**config.mk**
```make
export PLATFORM = sky130hd
export DESIGN_NAME = rounded_rect_coverage_blend_unit
export DESIGN_NICKNAME = d
export VERILOG_FILES = /design/src/hw/rtl/rrcb_pkg.sv /design/src/hw/rtl/rounded_rect_coverage_blend_unit.sv
export SDC_FILE = /design/constraint.sdc
export NUM_CORES = 2
export LEC_CHECK = 0
export ABC_AREA = 1
export ABC_CLOCK_PERIOD_IN_PS = 7400
export BUFFER_PORTS_ARGS = -buffer_cell sky130_fd_sc_hd__buf_4
export CAP_MARGIN = 10
export CORE_MARGIN = 2
export CORE_UTILIZATION = 64
export CTS_BUF_LIST = sky130_fd_sc_hd__clkbuf_16
export CTS_CLUSTER_DIAMETER = 60
export DETAILED_ROUTE_END_ITERATION = 10
export PLACE_DENSITY_LB_ADDON = 0.08
export SYNTH_ARGS = -nofsm -noshare
export SYNTH_HDL_FRONTEND = slang
export SYNTH_SLANG_ARGS = --single-unit
export TNS_END_PERCENT = 100
```
**constraint.sdc**
```tcl
create_clock -name clk_i -period 7.4 [get_ports clk_i]
set_input_delay 1.11 -clock clk_i [delete_from_list [all_inputs] [get_ports clk_i]]
set_output_delay 1.11 -clock clk_i [all_outputs]
set_load 0.005 [all_outputs]
```
**src/hw/rtl/rrcb_pkg.sv**
```systemverilog
`timescale 1ns / 1ps
`default_nettype none

package rrcb_pkg;

  // Configuration port geometry
  localparam int CFG_IDX_BITS  = 3;
  localparam int CFG_DATA_BITS = 11;

  // Fixed register and field widths
  localparam int DIM_BITS  = 11;
  localparam int RAD_BITS  = 10;
  localparam int GREY_BITS = 8;

  // Configuration register indexes
  typedef enum logic [CFG_IDX_BITS-1:0] {
    CFG_RECT_WIDTH       = 3'd0,
    CFG_RECT_HEIGHT      = 3'd1,
    CFG_CORNER_RADIUS    = 3'd2,
    CFG_BORDER_THICKNESS = 3'd3,
    CFG_INK_GREY         = 3'd4,
    CFG_FILL_MODE        = 3'd5
  } cfg_idx_e;

  // Per-pixel data that rides alongside the distance pipeline
  typedef struct packed {
    logic                 corner;
    logic                 flat_border;
    logic [GREY_BITS-1:0] dst;
  } pix_side_t;

endpackage

`default_nettype wire

```
**src/hw/rtl/rounded_rect_coverage_blend_unit.sv**
```systemverilog
`timescale 1ns / 1ps
`default_nettype none

// Antialiased rounded-rectangle pixel shader with grey blending.
// Pixel channel: col_i, row_i and dest_grey_i are taken at every rising edge at
// which start_i is high and busy_o is low. busy_o is held low: a new pixel may
// be issued on every clock, one pixel per cycle sustained.
// Result channel: result_valid_o is high for exactly one cycle with
// write_enable_o and new_grey_o; results come out in issue order, one per pixel.
// Pipeline: the digit-by-digit square root retires one root bit per pipeline
// stage; it sits behind three front stages (corner offsets, squares, radicand)
// and ahead of four back stages (distance, coverage, blend products, divide by
// 255).
// Configuration: cfg_we_i writes register cfg_idx_i with cfg_data_i at the
// edge; write only while no pixel is in flight.
// Reset clears the configuration registers and the pipeline valid bits; nothing in flight
// survives it. The receiver has no back-pressure, so the pipeline never stalls.
module rounded_rect_coverage_blend_unit
  import rrcb_pkg::*;
#(
  parameter int COORD_BITS = 11
) (
  input  wire logic                     clk_i,
  input  wire logic                     rst_ni,
  input  wire logic                     start_i,
  output logic                          busy_o,
  input  wire logic [COORD_BITS-1:0]    col_i,
  input  wire logic [COORD_BITS-1:0]    row_i,
  input  wire logic [GREY_BITS-1:0]     dest_grey_i,
  input  wire logic                     cfg_we_i,
  input  wire logic [CFG_IDX_BITS-1:0]  cfg_idx_i,
  input  wire logic [CFG_DATA_BITS-1:0] cfg_data_i,
  output logic                          result_valid_o,
  output logic                          write_enable_o,
  output logic [GREY_BITS-1:0]          new_grey_o
);

  // Derived widths
  localparam int DX_BITS  = ((COORD_BITS > RAD_BITS) ? COORD_BITS : RAD_BITS) + 1;
  localparam int W_BITS   = (COORD_BITS < DIM_BITS) ? COORD_BITS : DIM_BITS;
  localparam int SQ_BITS  = 2 * DX_BITS + 1;
  localparam int ROOT_BITS = DX_BITS + 9;
  localparam int RAD_W    = 2 * ROOT_BITS;
  localparam int REM_W    = ROOT_BITS + 2;
  localparam int D8_BITS  = ROOT_BITS + 2;
  localparam int LATENCY  = ROOT_BITS + 7;

  localparam logic signed [D8_BITS-1:0] D8_HALF  = D8_BITS'(128);
  localparam logic signed [D8_BITS-1:0] D8_NHALF = D8_BITS'(-128);

  // ------------------------------------------------------------------
  // Configuration registers
  logic [DIM_BITS-1:0]  rect_width_q, rect_height_q;
  logic [RAD_BITS-1:0]  corner_radius_q, border_thickness_q;
  logic [GREY_BITS-1:0] ink_grey_q;
  logic                 fill_mode_q;

  always_ff @(posedge clk_i or negedge rst_ni) begin
    if (!rst_ni) begin
      rect_width_q       <= '0;
      rect_height_q      <= '0;
      corner_radius_q    <= '0;
      border_thickness_q <= '0;
      ink_grey_q         <= '0;
      fill_mode_q        <= 1'b0;
    end else if (cfg_we_i) begin
      case (cfg_idx_e'(cfg_idx_i))
        CFG_RECT_WIDTH:       rect_width_q       <= cfg_data_i;
        CFG_RECT_HEIGHT:      rect_height_q      <= cfg_data_i;
        CFG_CORNER_RADIUS:    corner_radius_q    <= cfg_data_i[RAD_BITS-1:0];
        CFG_BORDER_THICKNESS: border_thickness_q <= cfg_data_i[RAD_BITS-1:0];
        CFG_INK_GREY:         ink_grey_q         <= cfg_data_i[GREY_BITS-1:0];
        CFG_FILL_MODE:        fill_mode_q        <= cfg_data_i[0];
        default: ;
      endcase
    end
  end

  // Always ready
  assign busy_o = 1'b0;

  // ------------------------------------------------------------------
  // Stage 1: corner offsets and straight border test

  // Offset into the corner circle along one axis, 0 when outside a corner band
  function automatic logic [DX_BITS-1:0] axis_off(input logic [COORD_BITS-1:0] p,
                                                 input logic [W_BITS-1:0]     len,
                                                 input logic [RAD_BITS-1:0]   r);
    logic [DX_BITS-1:0] pr1;
    logic [DX_BITS-1:0] res;
    pr1 = DX_BITS'(p) + DX_BITS'(r) + DX_BITS'(1);
    if (DX_BITS'(p) < DX_BITS'(r)) begin
      res = DX_BITS'(r) - DX_BITS'(p);
    end else if (pr1 > DX_BITS'(len)) begin
      res = pr1 - DX_BITS'(len);
    end else begin
      res = '0;
    end
    return res;
  endfunction

  logic [W_BITS-1:0]  w_eff, h_eff;
  logic [DX_BITS-1:0] dx_d, dy_d;
  logic               flat_d;
  pix_side_t          s1_side_d;

  assign w_eff = rect_width_q[W_BITS-1:0];
  assign h_eff = rect_height_q[W_BITS-1:0];

  always_comb begin
    dx_d   = axis_off(col_i, w_eff, corner_radius_q);
    dy_d   = axis_off(row_i, h_eff, corner_radius_q);
    flat_d = (DX_BITS'(col_i) < DX_BITS'(border_thickness_q)) ||
             (DX_BITS'(row_i) < DX_BITS'(border_thickness_q)) ||
             ((DX_BITS'(col_i) + DX_BITS'(border_thickness_q)) >= DX_BITS'(w_eff)) ||
             ((DX_BITS'(row_i) + DX_BITS'(border_thickness_q)) >= DX_BITS'(h_eff));
    s1_side_d.corner      = (dx_d != '0) && (dy_d != '0);
    s1_side_d.flat_border = flat_d;
    s1_side_d.dst         = dest_grey_i;
  end

  logic               s1_valid_q;
  logic [DX_BITS-1:0] s1_dx_q, s1_dy_q;
  pix_side_t          s1_side_q;

  always_ff @(posedge clk_i or negedge rst_ni) begin
    if (!rst_ni) begin
      s1_valid_q <= 1'b0;
    end else begin
      s1_valid_q <= start_i && !busy_o;
    end
  end

  always_ff @(posedge clk_i) begin
    s1_dx_q   <= dx_d;
    s1_dy_q   <= dy_d;
    s1_side_q <= s1_side_d;
  end

  // ------------------------------------------------------------------
  // Stage 2: squares of the offsets
  logic                   s2_valid_q;
  logic [2*DX_BITS-1:0]   s2_sqx_q, s2_sqy_q;
  pix_side_t              s2_side_q;

  always_ff @(posedge clk_i or negedge rst_ni) begin
    if (!rst_ni) begin
      s2_valid_q <= 1'b0;
    end else begin
      s2_valid_q <= s1_valid_q;
    end
  end

  always_ff @(posedge clk_i) begin
    s2_sqx_q  <= (2*DX_BITS)'(s1_dx_q) * (2*DX_BITS)'(s1_dx_q);
    s2_sqy_q  <= (2*DX_BITS)'(s1_dy_q) * (2*DX_BITS)'(s1_dy_q);
    s2_side_q <= s1_side_q;
  end

  // ------------------------------------------------------------------
  // Stage 3: radicand (dx^2 + dy^2) << 16, then one root bit per stage
  logic [SQ_BITS-1:0] sq_sum_d;
  logic [RAD_W-1:0]   rad_q  [ROOT_BITS+1];
  logic [REM_W-1:0]   rem_q  [ROOT_BITS+1];
  logic [ROOT_BITS-1:0] root_q [ROOT_BITS+1];
  pix_side_t          side_q [ROOT_BITS+1];
  logic               sv_q   [ROOT_BITS+1];

  assign sq_sum_d = SQ_BITS'(s2_sqx_q) + SQ_BITS'(s2_sqy_q);

  always_ff @(posedge clk_i or negedge rst_ni) begin
    if (!rst_ni) begin
      sv_q[0] <= 1'b0;
    end else begin
      sv_q[0] <= s2_valid_q;
    end
  end

  always_ff @(posedge clk_i) begin
    rad_q[0]  <= {1'b0, sq_sum_d, 16'h0000};
    rem_q[0]  <= '0;
    root_q[0] <= '0;
    side_q[0] <= s2_side_q;
  end

  // Restoring square root, one result bit per stage
  for (genvar k = 0; k < ROOT_BITS; k++) begin : g_sqrt
    logic [REM_W-1:0] rem_sh;
    logic [REM_W-1:0] trial;

    assign rem_sh = {rem_q[k][ROOT_BITS-1:0], rad_q[k][RAD_W-1 -: 2]};
    assign trial  = {root_q[k], 2'b01};

    always_ff @(posedge clk_i or negedge rst_ni) begin
      if (!rst_ni) begin
        sv_q[k+1] <= 1'b0;
      end else begin
        sv_q[k+1] <= sv_q[k];
      end
    end

    always_ff @(posedge clk_i) begin
      rad_q[k+1]  <= rad_q[k] << 2;
      side_q[k+1] <= side_q[k];
      if (rem_sh >= trial) begin
        rem_q[k+1]  <= rem_sh - trial;
        root_q[k+1] <= {root_q[k][ROOT_BITS-2:0], 1'b1};
      end else begin
        rem_q[k+1]  <= rem_sh;
        root_q[k+1] <= {root_q[k][ROOT_BITS-2:0], 1'b0};
      end
    end
  end

  // ------------------------------------------------------------------
  // Distance stage: d8 = radius * 256 - root
  logic                       d_valid_q;
  logic signed [D8_BITS-1:0]  d_d8_q;
  pix_side_t                  d_side_q;

  always_ff @(posedge clk_i or negedge rst_ni) begin
    if (!rst_ni) begin
      d_valid_q <= 1'b0;
    end else begin
      d_valid_q <= sv_q[ROOT_BITS];
    end
  end

  always_ff @(posedge clk_i) begin
    d_d8_q   <= $signed({{(D8_BITS-18){1'b0}}, corner_radius_q, 8'h00}) -
                $signed({2'b00, root_q[ROOT_BITS]});
    d_side_q <= side_q[ROOT_BITS];
  end

  // ------------------------------------------------------------------
  // Coverage stage: write decision and blend weight
  logic signed [D8_BITS-1:0] thick_thr;
  logic                      inside_d, outside_d, border_d, e1_we_d;
  logic [GREY_BITS-1:0]      edge_d, alpha_d;

  always_comb begin
    thick_thr = $signed({{(D8_BITS-18){1'b0}}, border_thickness_q, 8'h80});
    inside_d  = !d_side_q.corner || (d_d8_q > D8_HALF);
    outside_d = d_side_q.corner && (d_d8_q <= D8_NHALF);
    // floor((d8 + 128) * 255 / 256) reduces to d8 + 127 across the edge band
    if (d_side_q.corner && (d_d8_q > D8_NHALF) && (d_d8_q < D8_HALF)) begin
      edge_d = d_d8_q[GREY_BITS-1:0] + 8'd127;
    end else begin
      edge_d = '0;
    end
    border_d = d_side_q.flat_border || (d_side_q.corner && (d_d8_q < thick_thr));
    e1_we_d  = !outside_d && (inside_d || (edge_d != '0)) && (fill_mode_q || border_d);
    // Full weight gives the ink value itself
    alpha_d  = (edge_d != '0) ? edge_d : 8'hFF;
  end

  logic                 e1_valid_q, e1_we_q;
  logic [GREY_BITS-1:0] e1_alpha_q, e1_dst_q;

  always_ff @(posedge clk_i or negedge rst_ni) begin
    if (!rst_ni) begin
      e1_valid_q <= 1'b0;
    end else begin
      e1_valid_q <= d_valid_q;
    end
  end

  always_ff @(posedge clk_i) begin
    e1_we_q    <= e1_we_d;
    e1_alpha_q <= alpha_d;
    e1_dst_q   <= d_side_q.dst;
  end

  // ------------------------------------------------------------------
  // Blend products: ink * a + dst * (255 - a)
  logic                 e2_valid_q, e2_we_q;
  logic [15:0]          e2_sum_q;
  logic [GREY_BITS-1:0] e2_dst_q;

  always_ff @(posedge clk_i or negedge rst_ni) begin
    if (!rst_ni) begin
      e2_valid_q <= 1'b0;
    end else begin
      e2_valid_q <= e1_valid_q;
    end
  end

  always_ff @(posedge clk_i) begin
    e2_sum_q <= 16'(ink_grey_q) * 16'(e1_alpha_q) +
                16'(e1_dst_q) * 16'(8'hFF - e1_alpha_q);
    e2_we_q  <= e1_we_q;
    e2_dst_q <= e1_dst_q;
  end

  // ------------------------------------------------------------------
  // Divide by 255 (exact for blend sums up to 255 * 255) and output register
  logic [16:0]          div_tmp;
  logic [GREY_BITS-1:0] grey_d;

  always_comb begin
    div_tmp = 17'(e2_sum_q) + 17'd1 + 17'(e2_sum_q[15:8]);
    grey_d  = e2_we_q ? div_tmp[15:8] : e2_dst_q;
  end

  logic                 out_valid_q, out_we_q;
  logic [GREY_BITS-1:0] out_grey_q;

  always_ff @(posedge clk_i or negedge rst_ni) begin
    if (!rst_ni) begin
      out_valid_q <= 1'b0;
    end else begin
      out_valid_q <= e2_valid_q;
    end
  end

  always_ff @(posedge clk_i) begin
    out_we_q   <= e2_we_q;
    out_grey_q <= grey_d;
  end

  assign result_valid_o = out_valid_q;
  assign write_enable_o = out_we_q;
  assign new_grey_o     = out_grey_q;

  // ------------------------------------------------------------------
  // Assertions

  // Every accepted pixel yields one result
  a_result_follows: assert property (@(posedge clk_i) disable iff (!rst_ni)
    (start_i && !busy_o) |-> ##(LATENCY) result_valid_o)
    else $error("accepted pixel produced no result");

  // No result appears without a matching accepted pixel
  a_no_phantom: assert property (@(posedge clk_i) disable iff (!rst_ni)
    result_valid_o |-> $past(start_i && !busy_o, LATENCY))
    else $error("result without an accepted pixel");

  // An unwritten pixel passes the destination grey through
  a_pass_dst: assert property (@(posedge clk_i) disable iff (!rst_ni)
    (result_valid_o && !write_enable_o) |-> (new_grey_o == $past(e2_dst_q)))
    else $error("unwritten pixel altered grey value");

  // A partial weight can only come from the edge band of a corner
  a_edge_corner: assert property (@(posedge clk_i) disable iff (!rst_ni)
    (e1_valid_q && (e1_alpha_q != 8'hFF)) |-> $past(d_valid_q && d_side_q.corner))
    else $error("partial coverage outside a corner");

endmodule

`default_nettype wire

```
# == After elaboration in Yosys (flattened, before gate mapping) ==
# Memory sizes are Yosys's and may differ from the RTL's. A register that Yosys moved wholly into a read port is not among the register bits.
# Cells that the tools add are included.
# word_totals
ramBits,2068
in_bits,48
memories,4
word_cells,317
regBits,244
out_inout_bits,11
# mem_list
name,depth,word_bits,rd,rd_clocked_by_memory_dff,write_ports,line,source
rad_q,22,40,21,0,22,rounded_rect_coverage_blend_unit.sv:163,logic [RAD_W-1:0] rad_q [ROOT_BITS+1];
rem_q,22,23,21,0,22,rounded_rect_coverage_blend_unit.sv:164,logic [REM_W-1:0] rem_q [ROOT_BITS+1];
root_q,22,21,22,0,22,rounded_rect_coverage_blend_unit.sv:165,logic [ROOT_BITS-1:0] root_q [ROOT_BITS+1];
side_q,22,10,22,1,22,rounded_rect_coverage_blend_unit.sv:166,pix_side_t side_q [ROOT_BITS+1];
# classes
muxes,111
eq_ne,5
n_bitwise,42
order_cmp,34
addsub,38
reduce_logical,26
multipliers,4
# op_table
op,n
>= comparator 23 bit,21
2-to-1 mux 23 bit,21
subtractor 23 bit,21
2-to-1 mux 21 bit,21
2-to-1 mux 1 bit,63
adder 11 x 10 -> 12 bit,4
multiplier 12 x 12 -> 24 bit,2
2-to-1 mux 12 bit,4
< comparator 11 x 10 -> 1 bit,4
bitwise OR 1 bit,42
adder 24 x 24 -> 25 bit,1
"adder 12 x 1 -> 12 bit, second input constant",2
>= comparator 12 x 11 -> 1 bit,2
greater-than comparator 12 x 11 -> 1 bit,2
nonzero test 12 bit,2
subtractor 10 x 11 -> 12 bit,2
subtractor 12 x 11 -> 12 bit,2
"greater-than comparator 22 x 8 -> 1 bit, second input constant",1
"greater-than comparator 22 x 9 -> 1 bit, second input constant",1
"<= comparator 22 x 8 -> 1 bit, second input constant",1
< comparator 22 x 19 -> 1 bit,1
"< comparator 22 x 9 -> 1 bit, second input constant",1
subtractor 18 x 21 -> 22 bit,1
"adder 16 x 1 -> 16 bit, second input constant",1
16 further kinds,37

# == Longest topological paths before layout ==
# depth
ltp_word,8
depth_mapped,28

# == Least setup slack after synthesis ==
# Ideal clock, no wire load.
# synth_timing
kind,register to register
start,register e1_alpha_q[6]
end,register e2_sum_q[12]
path_slack_ns,2.242
required_time_ns,7.328
path_buffers,2
setup_time_ns,0.072
stages_incl_launch_ff,21
synth_period_minus_slack_ns,5.158
t_arrival_ns,5.086
path_cell_list,dfxtp_1 clkbuf_1 clkbuf_1 nand2_1 fa_1 fa_1 inv_1 fa_1 fa_1 fa_1 inv_1 fa_1 inv_1 ha_1 nand2_1 o21ai_0 nand3_1 nand2_1 a21oi_1 o21ai_0 xor2_1
# synth_between
elab_chain_cells,3
elab_cells_between_ends,4
# synth_lines
item,line,source
start: declaration,rounded_rect_coverage_blend_unit.sv:258,"logic [GREY_BITS-1:0] e1_alpha_q, e1_dst_q;"
start signal: assignment,rounded_rect_coverage_blend_unit.sv:270,e1_alpha_q <= alpha_d;
subtractor 8 x 8 -> 9 bit,rounded_rect_coverage_blend_unit.sv:290,16'(e1_dst_q) * 16'(8'hFF - e1_alpha_q);
multiplier 9 x 9 -> 16 bit,rounded_rect_coverage_blend_unit.sv:290,
adder 16 bit (*),rounded_rect_coverage_blend_unit.sv:289,e2_sum_q <= 16'(ink_grey_q) * 16'(e1_alpha_q) +
end signal: assignment,rounded_rect_coverage_blend_unit.sv:289,
end: declaration,rounded_rect_coverage_blend_unit.sv:277,logic [15:0] e2_sum_q;
# Every way passes the cells marked *; elsewhere a longest branch is shown, timed or not.
# A chain may end at the register's enable or synchronous reset.

# == Worst setup path in the final report ==
# layout_timing
start,register e1_alpha_q[0]
end,register e2_sum_q[13]
# The elaborated chain is that of the path after synthesis.

==> flow_metrics.env <==
export IMPL_synth_area_um2=63400
export IMPL_hpwl_mm=106
export IMPL_instances_no_fill=8799
export IMPL_io_buffer_count=57
export IMPL_synth_top_area_share_pct=37.5
export IMPL_max_freq_mhz=183
export IMPL_wire_per_inst_um=15.5
export IMPL_die_x_um=319
export IMPL_cp_arrival_ps=6110
export IMPL_outcome="finished, final reports clean"
export IMPL_wl_mm=136
export IMPL_drc=0
export IMPL_fin_nets=8309
export IMPL_synth_seq_cells=1267
export IMPL_synth_flop_cell="dfxtp_1"
export IMPL_setup_viol=0
export IMPL_hp_class="primary input to asynchronous set/reset pin"
export IMPL_met3_length_mm=6.68
export IMPL_startpoint_type="register"
export IMPL_synthTopCellsByArea="dfxtp_1 (38%), ha_1 (12%), fa_1 (8.4%)"
export IMPL_worstSetupPathType="register to register"
export IMPL_clk_pin_slew_ps=60
export IMPL_layout_commonest_cell="inv_1"
export IMPL_initial_core_util_pct=64.5
export IMPL_clk_path_buf_depth=3
export IMPL_startpoint="e1_alpha_q[0]"
export IMPL_io_pins=59
export IMPL_max_slew_margin_rel_pct=23.5
export IMPL_cts_tree="yes"
export IMPL_r2r_worst_path_cells=22
export IMPL_cts_setup_buffers=0
export IMPL_setup_tns_final_ps=0
export IMPL_core_area_um2=98300
export IMPL_fin_util_pct=70.4
export IMPL_grt_overflow_total=0
export IMPL_clock_sinks=1267
export IMPL_ys_types=68
export IMPL_cts_root_buf="clkbuf_16"
export IMPL_final_setup_skew_ps=28.3
export IMPL_clkLatencyLatePin_ps=760
export IMPL_grt_antenna_before_repair=4
export IMPL_route_top_layer_used="met5"
export IMPL_placed_cells=8551
export IMPL_avgSynthCellArea_um2=8.66
export IMPL_mostFrequentLayoutCells="inv_1 (1,326), nand2_1 (1,245), dfxtp_1 (1,188), ha_1 (596), nor2_1 (503)"
export IMPL_cts_buffers=132
export IMPL_dieArea_um2=102000
export IMPL_cts_htree_levels=4
export IMPL_synth_edff_count=0
export IMPL_ant_nets=0
export IMPL_crit_path_end_kind="register"
export IMPL_async_flop_share_pct=6.24
export IMPL_grt_pass1_wl_mm=223
export IMPL_std_cell_rows=115
export IMPL_r2r_start="e1_alpha_q[0]"
export IMPL_fp_dieH_um=319
export IMPL_required_ps=8040
export IMPL_grt_pass1_vias=45500
export IMPL_finalHoldViolations=0
export IMPL_place_congestion=0.934
export IMPL_yosysSeqAreaShare_pct=40.7
export IMPL_yosysTopAreaCell="dfxtp_1"
export IMPL_cts_resized=0
export IMPL_rsz0062_at_grt="false"
export IMPL_drt_met1_wl_mm=59.8
export IMPL_drtPass1Iterations=6
export IMPL_cp_max_fo=12
export IMPL_grt_max_degree=63
export IMPL_synth_cells=7316
export IMPL_timing_final_max_slew_violations=0
export IMPL_syn2layout_area_growth_pct=9.20
export IMPL_ctsHoldBuffers=0
export IMPL_dr_total_vias=45800
export IMPL_track_usage_pct=27.0
export IMPL_met2_length_mm=65.2
export IMPL_drive_gt1_share_pct=5.01
export IMPL_drv_cap=0
export IMPL_fin_crit_sh_pct=73.8
export IMPL_avgViaCountPerCell=5.21
export IMPL_drt_initial_drc_count=3016
export IMPL_tightestPinTransition_ps=1140
export IMPL_min_period_ps=5460
export IMPL_yosysWarnings=0
## area by class of cell
cell class / instances / area [um^2]
clock buffers: 135 / 3380
clock inverters: 109 / 932
fillers: 7844 / 29100
diodes: 3 / 7.51
well taps: 1287 / 1610
repair buffers: 62 / 485
flip-flops and latches: 1267 / 25800
multi-input cells: 4598 / 32000
inverters: 1338 / 5020
## registers in the layout (all words and copies together) (netlist names), 8 cells and up
| signal | count |
|---|---|
| side_q | 220 |
| s2_sqy_q | 23 |
| sv_q | 22 |
| s1_dy_q | 12 |
| new_grey_o | 8 |
| d_d8_q | 22 |
| rad_q | 181 |
| e1_dst_q | 8 |
| h_eff | 11 |
| s2_sqx_q | 23 |
| corner_radius_q | 10 |
| e1_alpha_q | 8 |
| s1_dx_q | 12 |
| e2_sum_q | 16 |
| s1_side_q | 10 |
| rem_q | 383 |
| border_thickness_q | 10 |
| ink_grey_q | 8 |
| root_q | 231 |
| e2_dst_q | 8 |
| rect_width_q | 11 |
| d_side_q | 10 |
| s2_side_q | 10 |
## layer usage
metal	track usage, %	vias up
li1	-	23300
met1	34.9	21300
met2	46.4	1000
met3	3.78	271
met4	9.49	2
met5	0	-
## path summary, 6_finish.rpt
path	endpoint	slack, ps
min reg2reg	side_q[2][9]	310
max in group asynchronous	ink_grey_q[0]	6110
min in group clk_i	side_q[2][9]	310
max	e2_sum_q[13]	1940
min	s2_valid_q	230
max reg2reg	e2_sum_q[13]	1940
## logic make-up after synthesis
group	synth area share, %
AOI/OAI and AO/OA	9.24
muxes	0.0178
DFF	40.7
xor gates and xnor gates	6.26
buffers and inverters	8.87
adders and majority gates	20.2
other	0.00592
and+or+nand+nor	14.8
## synthesized netlist by cell type (7+ instances only)
library cell	number
nand3_1	208
dfrtp_1	79
buf_2	32
inv_1	1312
o2111ai_1	16
o31ai_1	19
a31o_2	7
nand2_1	1245
and2_1	9
a21oi_2	15
dfxtp_1	1188
nand4_1	66
buf_6	7
o21bai_1	13
a21oi_1	461
clkbuf_1	56
a211oi_1	8
nor3_1	72
o21ai_1	124
ha_1	596
nor4_1	44
fa_1	266
nor2_1	503
a21o_1	37
o211ai_1	14
o21ai_0	247
nand3b_1	9
nand2_2	14
a21boi_0	18
a31oi_1	26
o21a_1	7
xnor2_1	193
xor2_1	260
buf_4	19
nand3_2	9
inv_2	24
or2_2	15
## critical path: stages (launching register included)
cell and delay (ps):
dfxtp_1 440, inv_1 220, nand2_1 100, fa_1 560, inv_1 60, fa_1 400, fa_1 470, fa_1 530
fa_1 500, inv_1 50, fa_1 470, inv_1 40, ha_1 300, inv_1 90, o21bai_1 70, a21oi_1 200
inv_1 90, a21o_1 160, a21oi_1 200, o21ai_1 120, nand2_1 70, nand2_1 50, xor2_1 140
## metrics by stage
step | instance area, um^2 | setup WS, ps | hold WS, ps
2_1_floorplan | 63400 | 2240 | 310
3_3_place_gp | 64800 | 1960 | 310
3_5_place_dp | 64800 | 1960 | 312
4_1_cts | 69100 | 1920 | 202
5_1_grt | 69200 | 1540 | 224
6_report | 69200 | 1940 | 228
Power is left out: the tool's default activity adds up to more than one toggle a clock period on the data nets, which glitch-free logic cannot reach.
